`src/sv/plcseq_pkg.sv`:
```
// Package of the scan-cycle sequencer: codes, state encodings and word types.
`timescale 1ns / 1ps

package plcseq_pkg;

    // Function codes of an input word.
    localparam logic [1:0] FUNC_TICK  = 2'd0;
    localparam logic [1:0] FUNC_RUN   = 2'd1;
    localparam logic [1:0] FUNC_STOP  = 2'd2;
    localparam logic [1:0] FUNC_CYCLE = 2'd3;

    // Core step outcomes.
    localparam logic [1:0] CORE_RUNNING  = 2'd0;
    localparam logic [1:0] CORE_FINISHED = 2'd1;
    localparam logic [1:0] CORE_EXCEPT   = 2'd2;

    // Command return codes.
    localparam logic [1:0] RC_ACCEPTED  = 2'd0;
    localparam logic [1:0] RC_RESUMED   = 2'd1;
    localparam logic [1:0] RC_LOAD_FAIL = 2'd2;
    localparam logic [1:0] RC_REFUSED   = 2'd3;

    // Visible run states.
    localparam logic [2:0] VS_STOP  = 3'd0;
    localparam logic [2:0] VS_RUN   = 3'd1;
    localparam logic [2:0] VS_CYCLE = 3'd2;
    localparam logic [2:0] VS_PAUSE = 3'd3;
    localparam logic [2:0] VS_EXC   = 3'd4;

    // Routine start selection.
    localparam logic [1:0] RT_NONE = 2'd0;
    localparam logic [1:0] RT_INIT = 2'd1;
    localparam logic [1:0] RT_LOOP = 2'd2;

    // Configuration port.
    localparam int unsigned APB_ADDR_W = 3;
    localparam logic REG_CYCLE_PERIOD = 1'b0;
    localparam logic REG_LOOP_ADDR    = 1'b1;

    typedef enum logic [4:0] {
        SEQ_STOP  = 5'b00001,
        SEQ_INIT  = 5'b00010,
        SEQ_LOOP  = 5'b00100,
        SEQ_CONT  = 5'b01000,
        SEQ_PAUSE = 5'b10000
    } seq_state_t;

    // Sequencer control state passed between the top level and the step logic.
    typedef struct packed {
        seq_state_t  seq;
        logic [2:0]  vis;
    } ctl_t;

    typedef struct packed {
        logic [1:0]  func;
        logic [31:0] now_ms;
        logic        load_ok;
        logic        input_read_error;
        logic [1:0]  core_status;
        logic        output_write_error;
    } in_word_t;

    typedef struct packed {
        logic [1:0]  return_code;
        logic [2:0]  run_state;
        logic        notify_valid;
        logic [2:0]  notify_state;
        logic        core_reset;
        logic [1:0]  routine_select;
        logic        read_inputs;
        logic        step_core;
        logic        write_outputs;
        logic        io_to_default;
        logic [31:0] last_duration_ms;
        logic [31:0] max_duration_ms;
    } out_word_t;

endpackage

```
`src/sv/plcseq_in_if.sv`:
```
// Input channel interface of the scan-cycle sequencer.
`timescale 1ns / 1ps

interface plcseq_in_if;
    logic                 valid;
    logic                 ready;
    plcseq_pkg::in_word_t data;

    modport source (output valid, output data, input ready);
    modport sink (input valid, input data, output ready);
endinterface

```
`src/sv/plcseq_out_if.sv`:
```
// Result channel interface of the scan-cycle sequencer.
`timescale 1ns / 1ps

interface plcseq_out_if;
    logic                  valid;
    logic                  ready;
    plcseq_pkg::out_word_t data;

    modport source (output valid, output data, input ready);
    modport sink (input valid, input data, output ready);
endinterface

```
`src/sv/plcseq_step.sv`:
```
// Next-state and result logic of the scan-cycle sequencer for one input word.
`timescale 1ns / 1ps

module plcseq_step #(
    parameter int unsigned TIME_WIDTH = 32
) (
    input  plcseq_pkg::in_word_t   item,
    input  logic [15:0]            cycle_period,
    input  plcseq_pkg::ctl_t       ctl_q,
    input  logic [TIME_WIDTH-1:0]  period_timer_q,
    input  logic [TIME_WIDTH-1:0]  loop_start_q,
    input  logic [TIME_WIDTH-1:0]  dur_q,
    input  logic [TIME_WIDTH-1:0]  dur_max_q,
    output plcseq_pkg::ctl_t       ctl_next,
    output logic [TIME_WIDTH-1:0]  period_timer_next,
    output logic [TIME_WIDTH-1:0]  loop_start_next,
    output logic [TIME_WIDTH-1:0]  dur_next,
    output logic [TIME_WIDTH-1:0]  dur_max_next,
    output plcseq_pkg::out_word_t  result
);

    logic [TIME_WIDTH-1:0] now;
    logic [TIME_WIDTH-1:0] period;
    logic [TIME_WIDTH-1:0] elapsed;

    assign now      = TIME_WIDTH'(item.now_ms);
    assign period   = TIME_WIDTH'(cycle_period);
    assign elapsed  = now - period_timer_q;

    always_comb
    begin
        logic                  do_stop;
        logic                  do_exc;
        logic                  do_done;
        logic [TIME_WIDTH-1:0] measured;

        do_stop  = 1'b0;
        do_exc   = 1'b0;
        do_done  = 1'b0;
        measured = '0;

        ctl_next          = ctl_q;
        period_timer_next = period_timer_q;
        loop_start_next   = loop_start_q;
        dur_next          = dur_q;
        dur_max_next      = dur_max_q;
        result            = '0;

        if (item.func == plcseq_pkg::FUNC_TICK)
        begin
            case (ctl_q.seq)
                plcseq_pkg::SEQ_INIT:
                begin
                    if (ctl_q.vis == plcseq_pkg::VS_STOP)
                    begin
                        do_stop = 1'b1;
                    end
                    else
                    begin
                        result.read_inputs = 1'b1;
                        if (item.input_read_error)
                        begin
                            do_exc = 1'b1;
                        end
                        else
                        begin
                            result.step_core = 1'b1;
                            if (item.core_status == plcseq_pkg::CORE_FINISHED)
                            begin
                                result.write_outputs = 1'b1;
                                if (item.output_write_error)
                                    do_exc = 1'b1;
                                else
                                    ctl_next.seq = plcseq_pkg::SEQ_LOOP;
                            end
                            else if (item.core_status == plcseq_pkg::CORE_EXCEPT)
                            begin
                                do_exc = 1'b1;
                            end
                        end
                    end
                end
                plcseq_pkg::SEQ_LOOP:
                begin
                    if (ctl_q.vis == plcseq_pkg::VS_STOP)
                    begin
                        do_stop = 1'b1;
                    end
                    else if (elapsed >= period)
                    begin
                        period_timer_next     = period_timer_q + period;
                        loop_start_next       = now;
                        result.routine_select = plcseq_pkg::RT_LOOP;
                        result.read_inputs    = 1'b1;
                        if (item.input_read_error)
                        begin
                            do_exc = 1'b1;
                        end
                        else
                        begin
                            result.step_core = 1'b1;
                            if (item.core_status == plcseq_pkg::CORE_RUNNING)
                            begin
                                ctl_next.seq = plcseq_pkg::SEQ_CONT;
                            end
                            else if (item.core_status == plcseq_pkg::CORE_FINISHED)
                            begin
                                result.write_outputs = 1'b1;
                                if (item.output_write_error)
                                    do_exc = 1'b1;
                                else
                                    do_done = 1'b1;
                            end
                            else if (item.core_status == plcseq_pkg::CORE_EXCEPT)
                            begin
                                do_exc = 1'b1;
                            end
                        end
                    end
                end
                plcseq_pkg::SEQ_CONT:
                begin
                    if (ctl_q.vis == plcseq_pkg::VS_STOP)
                    begin
                        do_stop = 1'b1;
                    end
                    else
                    begin
                        result.step_core = 1'b1;
                        if (item.core_status == plcseq_pkg::CORE_FINISHED)
                        begin
                            result.write_outputs = 1'b1;
                            if (item.output_write_error)
                                do_exc = 1'b1;
                            else
                                do_done = 1'b1;
                        end
                        else if (item.core_status == plcseq_pkg::CORE_EXCEPT)
                        begin
                            do_exc = 1'b1;
                        end
                    end
                end
                plcseq_pkg::SEQ_PAUSE:
                begin
                    if (ctl_q.vis == plcseq_pkg::VS_STOP)
                    begin
                        do_stop = 1'b1;
                    end
                    else if (ctl_q.vis == plcseq_pkg::VS_RUN ||
                             ctl_q.vis == plcseq_pkg::VS_CYCLE)
                    begin
                        result.notify_valid = 1'b1;
                        result.notify_state = ctl_q.vis;
                        ctl_next.seq        = plcseq_pkg::SEQ_LOOP;
                    end
                end
                default:
                begin
                    ctl_next.seq = plcseq_pkg::SEQ_STOP;
                    if (ctl_q.vis == plcseq_pkg::VS_RUN ||
                        ctl_q.vis == plcseq_pkg::VS_CYCLE)
                    begin
                        result.core_reset     = 1'b1;
                        result.routine_select = plcseq_pkg::RT_INIT;
                        dur_next              = '0;
                        dur_max_next          = '0;
                        result.notify_valid   = 1'b1;
                        result.notify_state   = plcseq_pkg::VS_RUN;
                        ctl_next.seq          = plcseq_pkg::SEQ_INIT;
                    end
                end
            endcase

            if (do_stop)
            begin
                result.io_to_default = 1'b1;
                result.notify_valid  = 1'b1;
                result.notify_state  = plcseq_pkg::VS_STOP;
                ctl_next.seq         = plcseq_pkg::SEQ_STOP;
            end

            if (do_exc)
            begin
                result.io_to_default = 1'b1;
                result.notify_valid  = 1'b1;
                result.notify_state  = plcseq_pkg::VS_EXC;
                ctl_next.vis         = plcseq_pkg::VS_EXC;
                ctl_next.seq         = plcseq_pkg::SEQ_STOP;
            end

            if (do_done)
            begin
                // A loop that starts and finishes on the same tick measures from this tick.
                measured = now - loop_start_next;
                dur_next = measured;
                if (measured > dur_max_q)
                    dur_max_next = measured;
                if (ctl_q.vis == plcseq_pkg::VS_CYCLE)
                begin
                    result.notify_valid = 1'b1;
                    result.notify_state = plcseq_pkg::VS_PAUSE;
                    ctl_next.vis        = plcseq_pkg::VS_PAUSE;
                    ctl_next.seq        = plcseq_pkg::SEQ_PAUSE;
                end
                else
                begin
                    ctl_next.seq = plcseq_pkg::SEQ_LOOP;
                end
            end
        end
        else if (item.func == plcseq_pkg::FUNC_STOP)
        begin
            ctl_next.vis = plcseq_pkg::VS_STOP;
        end
        else if (ctl_q.seq == plcseq_pkg::SEQ_STOP && !item.load_ok)
        begin
            result.return_code = plcseq_pkg::RC_LOAD_FAIL;
        end
        else if (item.func == plcseq_pkg::FUNC_CYCLE)
        begin
            ctl_next.vis = plcseq_pkg::VS_CYCLE;
        end
        else if (ctl_q.seq == plcseq_pkg::SEQ_STOP)
        begin
            ctl_next.vis = plcseq_pkg::VS_RUN;
        end
        else if (ctl_q.seq == plcseq_pkg::SEQ_PAUSE)
        begin
            ctl_next.vis       = plcseq_pkg::VS_RUN;
            result.return_code = plcseq_pkg::RC_RESUMED;
        end
        else
        begin
            result.return_code = plcseq_pkg::RC_REFUSED;
        end

        result.run_state        = ctl_next.vis;
        result.last_duration_ms = 32'(dur_next);
        result.max_duration_ms  = 32'(dur_max_next);
    end

endmodule

```
`src/sv/plc_scan_cycle_sequencer_core.sv`:
```
// Top level of the scan-cycle sequencer: state registers, result register and APB registers.
`timescale 1ns / 1ps

// The sequencer takes one word per cycle on in_ch while in_ch.ready is high:
// a run, stop or single-cycle command, or a process tick that carries the
// millisecond time and the outcomes of the input read, the core step and the
// output write. For every word it returns exactly one result word on out_ch
// with the command's return code, the visible run state, an optional
// state-change notification, the core and I/O actions for this tick and the
// loop duration statistics. The result of a word accepted at one edge is
// registered and presented from the next edge on; the sequencer state and
// the result register are both written at the accept edge, so the next word
// already sees the updated state. in_ch.ready is high whenever the result
// register is empty or being emptied in the same cycle, so a stalled receiver
// holds the pending result and stops further words only while it stalls.
// The APB port holds the cycle period (address 0, reset 10 ms) and the loop
// routine address (address 4, reset 0); both should be written while the
// sequencer is idle. Reset puts the sequencer in stop, clears the timer and
// the duration statistics and empties the result register.

module plc_scan_cycle_sequencer_core #(
    parameter int unsigned TIME_WIDTH = 32
) (
    input  logic                              clk,
    input  logic                              rst_n,
    plcseq_in_if.sink                         in_ch,
    plcseq_out_if.source                      out_ch,
    input  logic                              psel,
    input  logic                              penable,
    input  logic                              pwrite,
    input  logic [plcseq_pkg::APB_ADDR_W-1:0] paddr,
    input  logic [31:0]                       pwdata,
    output logic [31:0]                       prdata,
    output logic                              pready
);

    logic [15:0]            cycle_period_reg;
    logic [31:0]            loop_addr_reg;

    plcseq_pkg::ctl_t       ctl_reg;
    plcseq_pkg::ctl_t       ctl_next;
    logic [TIME_WIDTH-1:0]  period_timer_reg;
    logic [TIME_WIDTH-1:0]  period_timer_next;
    logic [TIME_WIDTH-1:0]  loop_start_reg;
    logic [TIME_WIDTH-1:0]  loop_start_next;
    logic [TIME_WIDTH-1:0]  dur_reg;
    logic [TIME_WIDTH-1:0]  dur_next;
    logic [TIME_WIDTH-1:0]  dur_max_reg;
    logic [TIME_WIDTH-1:0]  dur_max_next;

    plcseq_pkg::out_word_t  result;
    plcseq_pkg::out_word_t  out_data_reg;
    logic                   out_valid_reg;

    logic                   in_accept;
    logic                   cfg_write;
    logic                   reg_sel;

    // The register index is the word address; byte offsets are ignored.
    assign reg_sel   = paddr[2];
    assign pready    = 1'b1;
    assign cfg_write = psel && penable && pwrite;

    always_comb
    begin
        case (reg_sel)
            plcseq_pkg::REG_CYCLE_PERIOD: prdata = {16'd0, cycle_period_reg};
            plcseq_pkg::REG_LOOP_ADDR:    prdata = loop_addr_reg;
            default:                      prdata = '0;
        endcase
    end

    always_ff @(posedge clk or negedge rst_n)
    begin
        if (!rst_n)
        begin
            cycle_period_reg <= 16'd10;
            loop_addr_reg    <= '0;
        end
        else if (cfg_write)
        begin
            case (reg_sel)
                plcseq_pkg::REG_CYCLE_PERIOD: cycle_period_reg <= pwdata[15:0];
                plcseq_pkg::REG_LOOP_ADDR:    loop_addr_reg    <= pwdata;
                default:                      ;
            endcase
        end
    end

    // A new word is taken whenever the result register is free or drains now.
    assign in_ch.ready = !out_valid_reg || out_ch.ready;
    assign in_accept   = in_ch.valid && in_ch.ready;

    plcseq_step #(
        .TIME_WIDTH (TIME_WIDTH)
    ) u_step (
        .item              (in_ch.data),
        .cycle_period      (cycle_period_reg),
        .ctl_q             (ctl_reg),
        .period_timer_q    (period_timer_reg),
        .loop_start_q      (loop_start_reg),
        .dur_q             (dur_reg),
        .dur_max_q         (dur_max_reg),
        .ctl_next          (ctl_next),
        .period_timer_next (period_timer_next),
        .loop_start_next   (loop_start_next),
        .dur_next          (dur_next),
        .dur_max_next      (dur_max_next),
        .result            (result)
    );

    always_ff @(posedge clk or negedge rst_n)
    begin
        if (!rst_n)
        begin
            ctl_reg.seq      <= plcseq_pkg::SEQ_STOP;
            ctl_reg.vis      <= plcseq_pkg::VS_STOP;
            period_timer_reg <= '0;
            loop_start_reg   <= '0;
            dur_reg          <= '0;
            dur_max_reg      <= '0;
        end
        else if (in_accept)
        begin
            ctl_reg          <= ctl_next;
            period_timer_reg <= period_timer_next;
            loop_start_reg   <= loop_start_next;
            dur_reg          <= dur_next;
            dur_max_reg      <= dur_max_next;
        end
    end

    always_ff @(posedge clk or negedge rst_n)
    begin
        if (!rst_n)
        begin
            out_valid_reg <= 1'b0;
        end
        else if (in_accept)
        begin
            out_valid_reg <= 1'b1;
        end
        else if (out_ch.ready)
        begin
            out_valid_reg <= 1'b0;
        end
    end

    always_ff @(posedge clk)
    begin
        if (in_accept)
        begin
            out_data_reg <= result;
        end
    end

    assign out_ch.valid = out_valid_reg;
    assign out_ch.data  = out_data_reg;

endmodule

```
`src/flat_wrapper.sv`:
```
// flat-port wrapper written by rule: the top's interface ports become plain ports
module plc_scan_cycle_sequencer_core_flat 
#(
    parameter int unsigned TIME_WIDTH = 32
)
  (clk, rst_n, psel, penable, pwrite, paddr, pwdata, prdata, pready, in_ch_valid, in_ch_data, in_ch_ready, out_ch_valid, out_ch_data, out_ch_ready);
  plcseq_in_if in_ch_i ();
  plcseq_out_if out_ch_i ();
  input  logic clk;
  input  logic rst_n;
  input  logic psel;
  input  logic penable;
  input  logic pwrite;
  input  logic [plcseq_pkg::APB_ADDR_W-1:0] paddr;
  input  logic [31:0] pwdata;
  output logic [31:0] prdata;
  output logic pready;
  input wire logic [$bits(in_ch_i.valid)-1:0] in_ch_valid;
  input wire logic [$bits(in_ch_i.data)-1:0] in_ch_data;
  output wire logic [$bits(in_ch_i.ready)-1:0] in_ch_ready;
  output wire logic [$bits(out_ch_i.valid)-1:0] out_ch_valid;
  output wire logic [$bits(out_ch_i.data)-1:0] out_ch_data;
  input wire logic [$bits(out_ch_i.ready)-1:0] out_ch_ready;
  assign in_ch_i.valid = in_ch_valid;
  assign in_ch_i.data = in_ch_data;
  assign in_ch_ready = in_ch_i.ready;
  assign out_ch_valid = out_ch_i.valid;
  assign out_ch_data = out_ch_i.data;
  assign out_ch_i.ready = out_ch_ready;
  plc_scan_cycle_sequencer_core #(.TIME_WIDTH(TIME_WIDTH)) u_core (.clk(clk), .rst_n(rst_n), .in_ch(in_ch_i), .out_ch(out_ch_i), .psel(psel), .penable(penable), .pwrite(pwrite), .paddr(paddr), .pwdata(pwdata), .prdata(prdata), .pready(pready));
endmodule
```
`config.mk`:
```
export PLATFORM = sky130hd
export DESIGN_NAME = plc_scan_cycle_sequencer_core_flat
export DESIGN_NICKNAME = d
export VERILOG_FILES = /design/src/sv/plcseq_pkg.sv /design/src/sv/plcseq_in_if.sv /design/src/sv/plcseq_out_if.sv /design/src/sv/plcseq_step.sv /design/src/sv/plc_scan_cycle_sequencer_core.sv /design/src/flat_wrapper.sv
export SDC_FILE = /design/constraint.sdc
export NUM_CORES = 1
export LEC_CHECK = 0
export BUFFER_PORTS_ARGS = -buffer_cell sky130_fd_sc_hd__buf_4
export CAP_MARGIN = 20
export CORE_UTILIZATION = 40
export DETAILED_ROUTE_END_ITERATION = 6
export HOLD_SLACK_MARGIN = 0.1
export PLACE_DENSITY = 0.63
export SLEW_MARGIN = 15
export SYNTH_ARGS = -nofsm -noshare
export SYNTH_HDL_FRONTEND = slang
export SYNTH_HIERARCHICAL = 1
export SYNTH_SLANG_ARGS = --single-unit
```
`constraint.sdc`:
```
create_clock -name clk -period 11.48 [get_ports clk]
set_input_delay 2.296 -clock clk [delete_from_list [all_inputs] [get_ports clk]]
set_output_delay 2.296 -clock clk [all_outputs]
set_load 0.005 [all_outputs]
```
==> results summary <==
Counting both buffers and inverters, the worst setup path holds a total of 10. The register share of total power came out at 0.270. The cell area after technology mapping is around 0.019 mm2.

The net switching power of the design is between 1.5 and 2 mW. The class of the most critical hold timing path is reg -> reg. The final-layout setup total negative slack is 0 ps. The flow ran to the end, but the final reports show violations. The buffer levels on the longest clock path came out at 3. The total of flip-flops plus latches after synthesis is about 270. Of the total power, combinational logic draws 0.514. Dividing the detail-routed wire length by the instance count gives between 15 and 20 um. The I/O pin total came out at ~200. The area inside the core boundary is ~0.047 mm2. The count of synthesis-stage warnings from yosys came out at 6. The final worst clock skew came out at 29.8 ps. The critical path is of the in -> reg type. The die is between 200 and 250 um tall. The total routing usage reported by global routing is 0.192. Yosys mapped a number of flops with a built-in enable equal to 80.

The register area share after synthesis is 0.367. The cell area after placement is approximately 0.022 mm2. The number of standard cells after synthesis is around 1,900.

The number of distinct library cells after synthesis came out at between 80 and 90. The starting DRC count in detailed routing is ~800. Of the total synthesized cell area, the portion taken by full adders, half adders and majority gates is 0.0848. The root buffer cell chosen for the clock tree is sky130_fd_sc_hd__clkbuf_16. The sequential cells in the finished layout cover a total of 0.00704 mm2.

Derived from the worst setup path, the maximum achievable clock frequency is a little over 90 MHz. The synthesized net count is a little over 2,000. The share of async-settable or async-resettable flops after synthesis came out at 0.698. Setup violations remaining at the end of the flow were counted as 0. The highest ir drop seen on vdd came out at approximately 0.14 mV. The synthesis-to-layout area growth came out at 19.7%. The filler cells instantiated in the layout total roughly 4,300. The chip width came out at around 220 um.

STA classifies the critical path startpoint as an input pin. The cell with the biggest individual delay on the critical path is sky130_fd_sc_hd__or3_1. The area fraction in and, or, nand and nor cells after synthesis came out at 0.114. Of the total power, the share spent switching nets is 0.374.

The leakage dissipation came out at 10.5 nW. The HPWL reported at the end of detailed placement came out at roughly 36 mm. Row generation in the floorplan step produced 79 rows. The most common cell type on the critical path is sky130_fd_sc_hd__buf_4. The total number of nets in the final design came out at ~2,300. The fraction of the mapped netlist area in compound gates came to 0.134.

The clock tree from TritonCTS is built. Entering global routing, the biggest net connects between 100 and 150 pins. At the pin with the least slew margin, the transition time is 1070 ps. The number of global-route vias before repair is ~15,000. The share of synthesized area in the top cell type comes to 0.238.

The most numerous cell in the Yosys netlist is sky130_fd_sc_hd__dfrtp_1. The total congestion overflow after global routing is 0. Headroom to the max-slew limit came out at 0.287. The number of endpoints with negative hold slack in the final report is 0. The worst path arrival time came out at 11,340 ps. Across the run, the number of max-cap violations was 0. CTS saw approximately 270 sinks. By area, the combinational part of the netlist is dominated by multiplexers. The per-instance average area after synthesis came out at between 10 and 15 um2. The initial utilization of the core area, before any placement, comes to 0.409. The proportion of layout cells with a drive suffix above 1 is 0.327. The die covers between 0.04 and 0.05 mm2.

The clock latency on the worst-skew pair came out at 590 ps. The shortest period the worst path allows is about 11,000 ps. The overall via count from detail_route is between 10,000 and 15,000.

STA classifies the critical path endpoint as a flip-flop. The power per cell area came out at ~200 mW/mm2. The final cell area excluding filler cells is ~0.023 mm2.

The routed design has 47.4 mm of wire. The largest stage delay on the critical path came out at approximately 400 ps. The internal portion of the total power is between 2 and 3 mW. The commonest cells after synthesis are sky130_fd_sc_hd__dfrtp_1 (182), sky130_fd_sc_hd__inv_1 (137), sky130_fd_sc_hd__mux2_4 (129). At the end of routability-driven placement, the weighted congestion stood at 0.884. The maximum level of the CTS H-tree came out at 1. For this run, the leading register cell type out of synthesis is sky130_fd_sc_hd__dfrtp_1. The number of CTS-inserted buffers is 30.

The biggest area contributor in the post-synthesis netlist is sky130_fd_sc_hd__dfrtp_1. The fraction of synthesized area in multiplexers came out at 0.184. After clock tree synthesis, the clock-pin slew on the worst setup and hold paths is approximately 60 ps. The post-detailed-route DRC marker count came out at 14. The ratio of final minimum period to clock period came out at 0.947.

The first-pass GRT wire length came out at just under 80 mm. After synthesis, the cell types taking the most area are sky130_fd_sc_hd__dfrtp_1 (24%), sky130_fd_sc_hd__edfxtp_1 (13%), sky130_fd_sc_hd__mux2_4 (10%). Dividing the detail-routed via count by the number of cells gives 5.29.

The critical-path maximum fanout came out at 20. In this run the tool buffered the top-level ports with about 190 buffer cells. The number of antenna-violating nets in the routed design came out at 0. The kind of cell with the highest combined delay along the critical path is compound AO/OA/AOI/OAI gates. The clock network fraction of total power came out at 0.216. The checks that failed: design-rule violations. The parity-gate share of the synthesized area counting xor and xnor cells came out at 0.0343. The number of antenna violations at the first check in global routing came out at 3.

For this run, the detailed router's first-pass iteration total came to 7. The flip-flop count of the largest register after layout is 80. The area taken by multi-input logic gates came out at roughly 0.011 mm2. The final count of pins violating max slew came out at 0.

The required arrival time at the worst endpoint is about 12,000 ps.
## area by class of cell
cell class	instances	share of cell area
Clock buffer	38	0.0345
Timing Repair Buffer	390	0.130
Tap cell	607	0.0331
Sequential cell	265	0.307
Multi-Input combinational cell	1303	0.463
Inverter	137	0.0224
Antenna cell	3	0.000327
Clock inverter	18	0.00927
## timing repair
action / 4_1_cts / 5_1_grt
setup endpoints to repair: 0 / 64
buffers inserted: 0 / 2
hold buffers: 0 / 0
resized for setup: 0 / 16
## per-layer routing
layer  track usage  vias to the layer above  routed length [um]
li1              -                     7163                   -
met1         0.262                     7054               22300
met2         0.314                      321               21800
met3        0.0267                       67                2170
met4        0.0587                        0                1220
met5             0                        -                   0
## layout by cell type (no fill, tap or decap), types with 5 or more instances in the layout
cell / instances
sky130_fd_sc_hd__a211oi_1: 11
sky130_fd_sc_hd__a21boi_0: 6
sky130_fd_sc_hd__a21o_1: 57
sky130_fd_sc_hd__a21oi_1: 100
sky130_fd_sc_hd__a31oi_1: 9
sky130_fd_sc_hd__and2_1: 24
sky130_fd_sc_hd__and3_1: 15
sky130_fd_sc_hd__buf_4: 385
sky130_fd_sc_hd__clkbuf_1: 7
sky130_fd_sc_hd__clkbuf_16: 30
sky130_fd_sc_hd__dfrtp_1: 182
sky130_fd_sc_hd__edfxtp_1: 80
sky130_fd_sc_hd__ha_1: 125
sky130_fd_sc_hd__inv_1: 137
sky130_fd_sc_hd__mux2_2: 105
sky130_fd_sc_hd__mux2_4: 129
sky130_fd_sc_hd__mux2i_1: 38
sky130_fd_sc_hd__nand2_1: 86
sky130_fd_sc_hd__nand2b_1: 20
sky130_fd_sc_hd__nand3_1: 81
sky130_fd_sc_hd__nand4_1: 31
sky130_fd_sc_hd__nor2_1: 72
sky130_fd_sc_hd__nor2b_1: 21
sky130_fd_sc_hd__nor3_1: 21
sky130_fd_sc_hd__nor4_1: 6
sky130_fd_sc_hd__o211ai_1: 11
sky130_fd_sc_hd__o21a_1: 12
sky130_fd_sc_hd__o21ai_0: 122
sky130_fd_sc_hd__o21ai_1: 9
sky130_fd_sc_hd__o21bai_1: 5
sky130_fd_sc_hd__o31ai_1: 13
sky130_fd_sc_hd__or2_2: 6
sky130_fd_sc_hd__or3_1: 8
sky130_fd_sc_hd__xnor2_1: 50
sky130_fd_sc_hd__xor2_1: 25
## power by group through the flow
stage                     Combinational [mW]  Sequential, mW  Clock [mW]
final                                   2.35            1.23       0.985
after global routing                    2.62            1.25        1.05
after detailed placement                2.31            1.25           0
after global placement                  2.26            1.24           0
after floorplan                         1.53            1.21           0
after CTS                               2.32            1.23        1.02
## through the flow
step                      std cells  total power [mW]  setup slack (ps)   util  hold WS [ps]
final                          2761              4.56               609  0.490           496
after global placement         2699              3.50              -457  0.466           467
after floorplan                1856              2.74               175      -           456
after global routing           2761              4.92             -37.7  0.490           512
after CTS                      2755              4.57               151  0.488           498
after detailed placement       2699              3.55              -436  0.466           485
## final timing paths
check	startpoint	to	slack, ps	depth (start not counted)
max in group asynchronous	rst_n	u_core/dur_reg[13]	7880	3
worst min-delay path	u_core/loop_addr_reg[24]	u_core/loop_addr_reg[24]	500	1
min in group asynchronous	rst_n	u_core/period_timer_reg[27]	1730	1
worst max register to register	u_core/period_timer_reg[4]	u_core/out_ch.data[30]	1990	43
worst max-delay path	in_ch_data[9]	u_core/out_ch.data[30]	610	43
worst min register to register	u_core/loop_addr_reg[24]	u_core/loop_addr_reg[24]	500	1
## cell families (layout without fill, tap and decap cells)
| group | count (synthesis) | after routing |
|---|---|---|
| and+or+nand+nor | 418 | 418 |
| other | 1 | 4 |
| AOI/OAI and AO/OA | 407 | 407 |
| xor gates and xnor gates | 75 | 75 |
| muxes | 274 | 274 |
| adders and majority gates | 128 | 128 |
| buffers and inverters | 288 | 583 |
| DFF | 265 | 265 |
Note: power is estimated with default switching activity, not from simulation.
